## config.mk

```make
export PLATFORM = sky130hd
export DESIGN_NAME = ffir_cell
export DESIGN_NICKNAME = d
export VERILOG_FILES = /design/src/rtl/ffir_pkg.sv /design/src/rtl/ffir_cell.sv
export SDC_FILE = /design/constraint.sdc
export NUM_CORES = 1
export LEC_CHECK = 0
export BUFFER_PORTS_ARGS = -buffer_cell sky130_fd_sc_hd__buf_2
export CAP_MARGIN = 10
export CORE_ASPECT_RATIO = 1.2
export CORE_UTILIZATION = 60
export DETAILED_ROUTE_END_ITERATION = 10
export GPL_ROUTABILITY_DRIVEN = 0
export PLACE_DENSITY_LB_ADDON = 0.15
export SKIP_LAST_GASP = 1
export SLEW_MARGIN = 0
export SYNTH_ARGS = -nofsm -noshare
export SYNTH_HDL_FRONTEND = slang
export SYNTH_SLANG_ARGS = --single-unit
export TNS_END_PERCENT = 1
```

## constraint.sdc

```tcl
create_clock -name i_clk -period 7.1 [get_ports i_clk]
set_clock_uncertainty 0.05 [all_clocks]
set_input_delay 1.42 -clock i_clk [delete_from_list [all_inputs] [get_ports i_clk]]
set_output_delay 1.42 -clock i_clk [all_outputs]
set_load 0.01 [all_outputs]
```

## src/rtl/ffir_pkg.sv

```systemverilog
// Shared types and constants for the framed FIR filter.
// Used by ffir_cell and framed_fir_filter; depends on nothing.
`default_nettype none

package ffir_pkg;

    localparam int TAPS_MAX    = 16;
    localparam int SAMPLE_BITS = 16;
    localparam int COEFF_BITS  = 16;
    localparam int RESULT_BITS = 32;
    localparam int PROD_BITS   = SAMPLE_BITS + COEFF_BITS;
    localparam int FRAME_BITS  = 16;
    localparam int CFG_BITS    = 16;
    localparam int TAPCNT_BITS = 5;
    localparam int SEL_BITS    = $clog2(TAPS_MAX);

    typedef logic signed [SAMPLE_BITS-1:0] t_sample;
    typedef logic signed [COEFF_BITS-1:0]  t_coeff;
    typedef logic signed [PROD_BITS-1:0]   t_prod;
    typedef logic signed [RESULT_BITS-1:0] t_result;

    typedef enum logic [1:0] {
        CFG_TAP_COUNT    = 2'd0,
        CFG_FRAME_LENGTH = 2'd1,
        CFG_COEFF_SELECT = 2'd2,
        CFG_COEFF_VALUE  = 2'd3
    } t_cfg_reg;

    // Strobes broadcast to every cell of the chain
    typedef struct packed {
        logic shift;   // accept a sample: move the delay line one cell
        logic clear;   // frame ended: zero the delay line
        logic mul;     // capture the products
        logic adv;     // move the partial sum one cell
    } t_cell_ctrl;

endpackage

`default_nettype wire

```

## src/rtl/ffir_cell.sv

```systemverilog
// One tap of the framed FIR filter: delay slot, coefficient, product and
// partial-sum stage. Depends on ffir_pkg.
`default_nettype none

module ffir_cell (
    input  wire                       i_clk,
    input  wire                       i_rst_n,
    input  ffir_pkg::t_cell_ctrl      i_ctrl,
    input  wire                       i_tap_on,
    input  wire                       i_coeff_we,
    input  ffir_pkg::t_coeff          i_coeff,
    input  ffir_pkg::t_sample         i_sample,
    output ffir_pkg::t_sample         o_sample,
    input  wire                       i_tok,
    input  ffir_pkg::t_result         i_psum,
    output logic                      o_tok,
    output ffir_pkg::t_result         o_psum
);
    import ffir_pkg::*;

    t_sample r_sample;
    t_coeff  r_coeff;
    t_prod   r_prod;
    logic    r_tok;
    t_result r_psum;

    always_ff @(posedge i_clk) begin
        if (!i_rst_n) begin
            r_sample <= '0;
            r_coeff  <= '0;
            r_tok    <= 1'b0;
        end else begin
            if (i_ctrl.clear) begin
                r_sample <= '0;
            end else if (i_ctrl.shift) begin
                r_sample <= i_sample;
            end
            if (i_coeff_we) begin
                r_coeff <= i_coeff;
            end
            if (i_ctrl.adv) begin
                r_tok <= i_tok;
            end
        end
    end

    always_ff @(posedge i_clk) begin
        if (i_ctrl.mul) begin
            r_prod <= i_tap_on ? t_prod'(r_sample * r_coeff) : '0;
        end
        if (i_ctrl.adv && i_tok) begin
            r_psum <= i_psum + t_result'(r_prod);
        end
    end

    assign o_sample = r_sample;
    assign o_tok    = r_tok;
    assign o_psum   = r_psum;

endmodule

`default_nettype wire

```

==> impl_metrics.toml <==
[clock_network]
h_tree_levels = 3
holdBufCountCts = 0
clkTransAtPathRegs_ns = 0.07
clock_sinks = 97
worstSkewPairLatency_ns = 0.35
max-clock-path-buffers = 2
post-cts-setup-buffer-count = 0
cts_made_buffers = 9
number_of_gates_given_a_new_drive_strength_after_cts = 0
clock-root-buffer = "sky130_fd_sc_hd__clkbuf_16"
tritoncts_clock_tree = "built"

[global_routing]
grt_start_max_net_pins = 34
globalRouteMet3Util_pct = 3.806
first_global_vias = 11250
globalRoute.busiestLayer = "met2"
met2_usage_pct = 46.55
grt_util_met1_pct = 35.32
global_route.overflow_total = 0
groute.usage.overall_pct = 26.91
antenna_found_initial = 0
first_pass_grt_wire_length_um = 54280

[power_and_ir_drop]
power.share.combinational_pct = 34.9
ir_worst_vdd_uv = 130.9
clockPowerShare_pct = 26.6
seqPwrFrac_pct = 38.5
total_power_uw = 1837
power_leakage_uw = 0.008093
p_sw_uw = 630.1
power_switching_share_pct = 34.30
internal_power_uw = 1207
cellPowerDensity_mw_per_mm2 = 113.6

[timing]
setup_tns_ns = 0
timing.final.crit_share_pct = 94.15
worst-slew-pin-transition_ns = 0.8562
relSlewSlack_pct = 42.84
timing.final.setup_violations = 0
finalWorstPathRequiredPeriod_ns = 6.684
hold_violations = 0
grt_setup_unrepaired = "no"
final_max_slew_viol_count = 0
max_freq_mhz = 149.6

[final_layout]
antenna_cells_inserted = 0
layout-drive-gt1-share_pct = 10.80
num-nets-final = 2101
commonest_non_fill_non_tap_cell_in_the_layout = "sky130_fd_sc_hd__inv_1"
most_frequent_cells_in_the_layout = "sky130_fd_sc_hd__inv_1 (333), sky130_fd_sc_hd__fa_1 (263), sky130_fd_sc_hd__nand2_1 (144), sky130_fd_sc_hd__and2_1 (127), sky130_fd_sc_hd__buf_2 (121)"
synthToLayoutAreaGrowth_pct = 8.748

[routing]
drcViolationCount = 0
firstDrtPassIters = 7
via_count = 10530
drc_violation_total_after_the_first_tritonroute_iteration = 511
wl_um = 31620
antenna_violating_nets_post_route = 0
average_wire_per_cell_in_the_routed_design_um = 15.99
via_count_normalized_by_instance_count = 5.324

[logic_synthesis]
synthDistinctLibCells = 65
postSynthRegisterBits = 97
synth_async_sr_flop_share_pct = 0
synth_seq_area_share_pct = 17.36
mean_area_per_synthesized_cell_sq_um = 9.641
synth.cell_area_sq_mm = 0.01488
yosysWarnings = 0
synth_edf_count = 64
syn_nets = 1992
synthesized_netlist_cell_count = 1543
synth_top_flop_cell = "sky130_fd_sc_hd__edfxtp_1"

[worst_hold_path]
worst_hold_startpoint = "o_sample[10]$_SDFFE_PP0P_"
worstHoldPathType = "reg -> reg"
hold_depth = 2
holdPathEnd = "o_sample[10]$_SDFFE_PP0P_"

[flow_run]
total_of_max_cap_violations = 0

[critical_path]
crit-reg2reg-launch = "r_coeff[5]$_SDFFE_PN0P_"
path_type_of_the_worst_setup_path = "reg -> reg"
end_kind = "register"
timing.reg2reg.setup_slack_ns = 0.42
crit_path_start_kind = "register"
timing.critical_path.arrival_ns = 6.75
regToRegEndpoint = "r_prod[30]$_SDFFCE_PN0P_"
worstPathMaxFanout = 17
cp.required_ns = 7.16
worstRegToRegCells = 19

[floorplan]
die_width_um = 145.7
initial_core_util_pct = 61.66
die_height_um = 174.5
fp-row-count = 62
overall_die_area_sq_mm = 0.02543
io-pin-count = 122
core_region_area_sq_mm = 0.02413

[run_status]
result_of_the_run = "complete, no violations"

[placement]
detailed_place_hpwl_um = 25790
io_port_bufs = 121
-- worst max-delay path by stage --
stage                              startpoint                       end  slack [ns]
global route          r_coeff[5]$_SDFFE_PN0P_  r_prod[30]$_SDFFCE_PN0P_        0.02
CTS                   r_coeff[5]$_SDFFE_PN0P_  r_prod[30]$_SDFFCE_PN0P_        0.42
global placement      r_coeff[5]$_SDFFE_PN0P_  r_prod[30]$_SDFFCE_PN0P_        0.60
detailed placement    r_coeff[5]$_SDFFE_PN0P_  r_prod[30]$_SDFFCE_PN0P_        0.42
finish                r_coeff[5]$_SDFFE_PN0P_  r_prod[30]$_SDFFCE_PN0P_        0.42
floorplan           o_sample[15]$_SDFFE_PP0P_  r_prod[30]$_SDFFCE_PN0P_        0.69
-- per-layer routing --
metal | vias to the layer above | wire length, um
met5 | - | 0
met4 | 0 | 547
met3 | 31 | 1711
met2 | 324 | 15430
met1 | 5171 | 13930
li1 | 5000 | -
-- Yosys cell counts (3+ instances only) --
master | n | share of area [%]
sky130_fd_sc_hd__inv_1 | 333 | 8.4
sky130_fd_sc_hd__fa_1 | 263 | 35
sky130_fd_sc_hd__nand2_1 | 144 | 3.6
sky130_fd_sc_hd__and2_1 | 127 | 5.3
sky130_fd_sc_hd__ha_1 | 113 | 9.5
sky130_fd_sc_hd__nor2_1 | 81 | 2.0
sky130_fd_sc_hd__edfxtp_1 | 64 | 13
sky130_fd_sc_hd__clkbuf_1 | 45 | 1.1
sky130_fd_sc_hd__xnor2_1 | 41 | 2.4
sky130_fd_sc_hd__a21oi_1 | 35 | 1.2
sky130_fd_sc_hd__dfxtp_1 | 33 | 4.4
sky130_fd_sc_hd__mux2i_1 | 33 | 2.2
sky130_fd_sc_hd__o21ai_0 | 32 | 1.1
sky130_fd_sc_hd__nor2b_1 | 21 | 0.88
sky130_fd_sc_hd__nor3_1 | 18 | 0.61
sky130_fd_sc_hd__a21o_1 | 16 | 0.81
sky130_fd_sc_hd__xor2_1 | 15 | 0.88
sky130_fd_sc_hd__o21a_1 | 12 | 0.61
sky130_fd_sc_hd__nand2b_1 | 11 | 0.46
sky130_fd_sc_hd__a211oi_1 | 8 | 0.40
sky130_fd_sc_hd__o21ai_1 | 8 | 0.27
sky130_fd_sc_hd__o21bai_1 | 8 | 0.40
sky130_fd_sc_hd__nand3_1 | 7 | 0.24
sky130_fd_sc_hd__a311oi_1 | 6 | 0.35
sky130_fd_sc_hd__and3_1 | 5 | 0.21
sky130_fd_sc_hd__nand4_1 | 5 | 0.21
sky130_fd_sc_hd__a211o_1 | 4 | 0.24
sky130_fd_sc_hd__o31ai_1 | 4 | 0.20
sky130_fd_sc_hd__a31oi_1 | 3 | 0.13
sky130_fd_sc_hd__or2_2 | 3 | 0.13
sky130_fd_sc_hd__or3_1 | 3 | 0.13
-- stage by stage --
| stage | hold slack, ns | std cells | setup slack (ns) | util, % | cell area [sq um] |
|---|---|---|---|---|---|
| 6_report | 0.4723 | 1977 | 0.4156 | 67.05 | 16180 |
| 5_1_grt | 0.5020 | 1977 | 0.01697 | 67.05 | 16180 |
| 4_1_cts | 0.4652 | 1977 | 0.4164 | 67.05 | 16180 |
| 3_5_place_dp | 0.4473 | 1961 | 0.4246 | 65.83 | 15880 |
| 3_3_place_gp | 0.4277 | 1961 | 0.5964 | 65.83 | 15880 |
| 2_1_floorplan | 0.4628 | 1543 | 0.6877 | - | 14880 |
-- state kept, by name, indices dropped and copies added (netlist names) --
| signal | cells |
|---|---|
| r_coeff | 16 |
| o_psum | 32 |
| o_tok | 1 |
| r_prod | 32 |
| o_sample | 16 |
-- final cells by class --
class	instances	area [sq um]
clock buffers	10	250.2
clock inverters	6	45.04
fillers	1955	7949
inverters	334	1254
multi-input cells	1066	10870
flip-flops and latches	97	2582
well taps	320	400.4
repair buffers	144	778.2
-- cells by family after synthesis --
kind of cell    after synthesis  synth area share, %
fa+ha+maj                   376                44.90
mux                          33                2.221
simple gates                440                14.88
buf+inv                     380                9.589
flops                        97                17.36
xor+xnor                     56                3.297
compound gates              161                7.755
-- power by group through the flow --
stage | Clock (uW) | Combinational (uW) | Sequential (uW)
after CTS | 500 | 640 | 707
after floorplan | 0 | 474 | 709
after global placement | 0 | 617 | 717
after detailed placement | 0 | 637 | 719
final | 489 | 641 | 707
after global routing | 523 | 727 | 712
-- worst max-delay path: stages, from the launching register on --
cell	delay, ns
sky130_fd_sc_hd__dfxtp_1	0.62
sky130_fd_sc_hd__and2_1	0.23
sky130_fd_sc_hd__inv_1	0.07
sky130_fd_sc_hd__fa_1	0.55
sky130_fd_sc_hd__inv_1	0.07
sky130_fd_sc_hd__fa_1	0.80
sky130_fd_sc_hd__fa_1	0.54
sky130_fd_sc_hd__fa_1	0.53
sky130_fd_sc_hd__fa_1	0.49
sky130_fd_sc_hd__inv_1	0.05
sky130_fd_sc_hd__fa_1	0.47
sky130_fd_sc_hd__inv_1	0.04
sky130_fd_sc_hd__ha_1	0.37
sky130_fd_sc_hd__nand4_1	0.14
sky130_fd_sc_hd__or3_1	0.45
sky130_fd_sc_hd__nor4_2	0.30
sky130_fd_sc_hd__o31a_1	0.20
sky130_fd_sc_hd__o31a_1	0.19
sky130_fd_sc_hd__nor4_2	0.06
sky130_fd_sc_hd__a211o_1	0.22
Note: power is estimated with default switching activity, not from simulation.
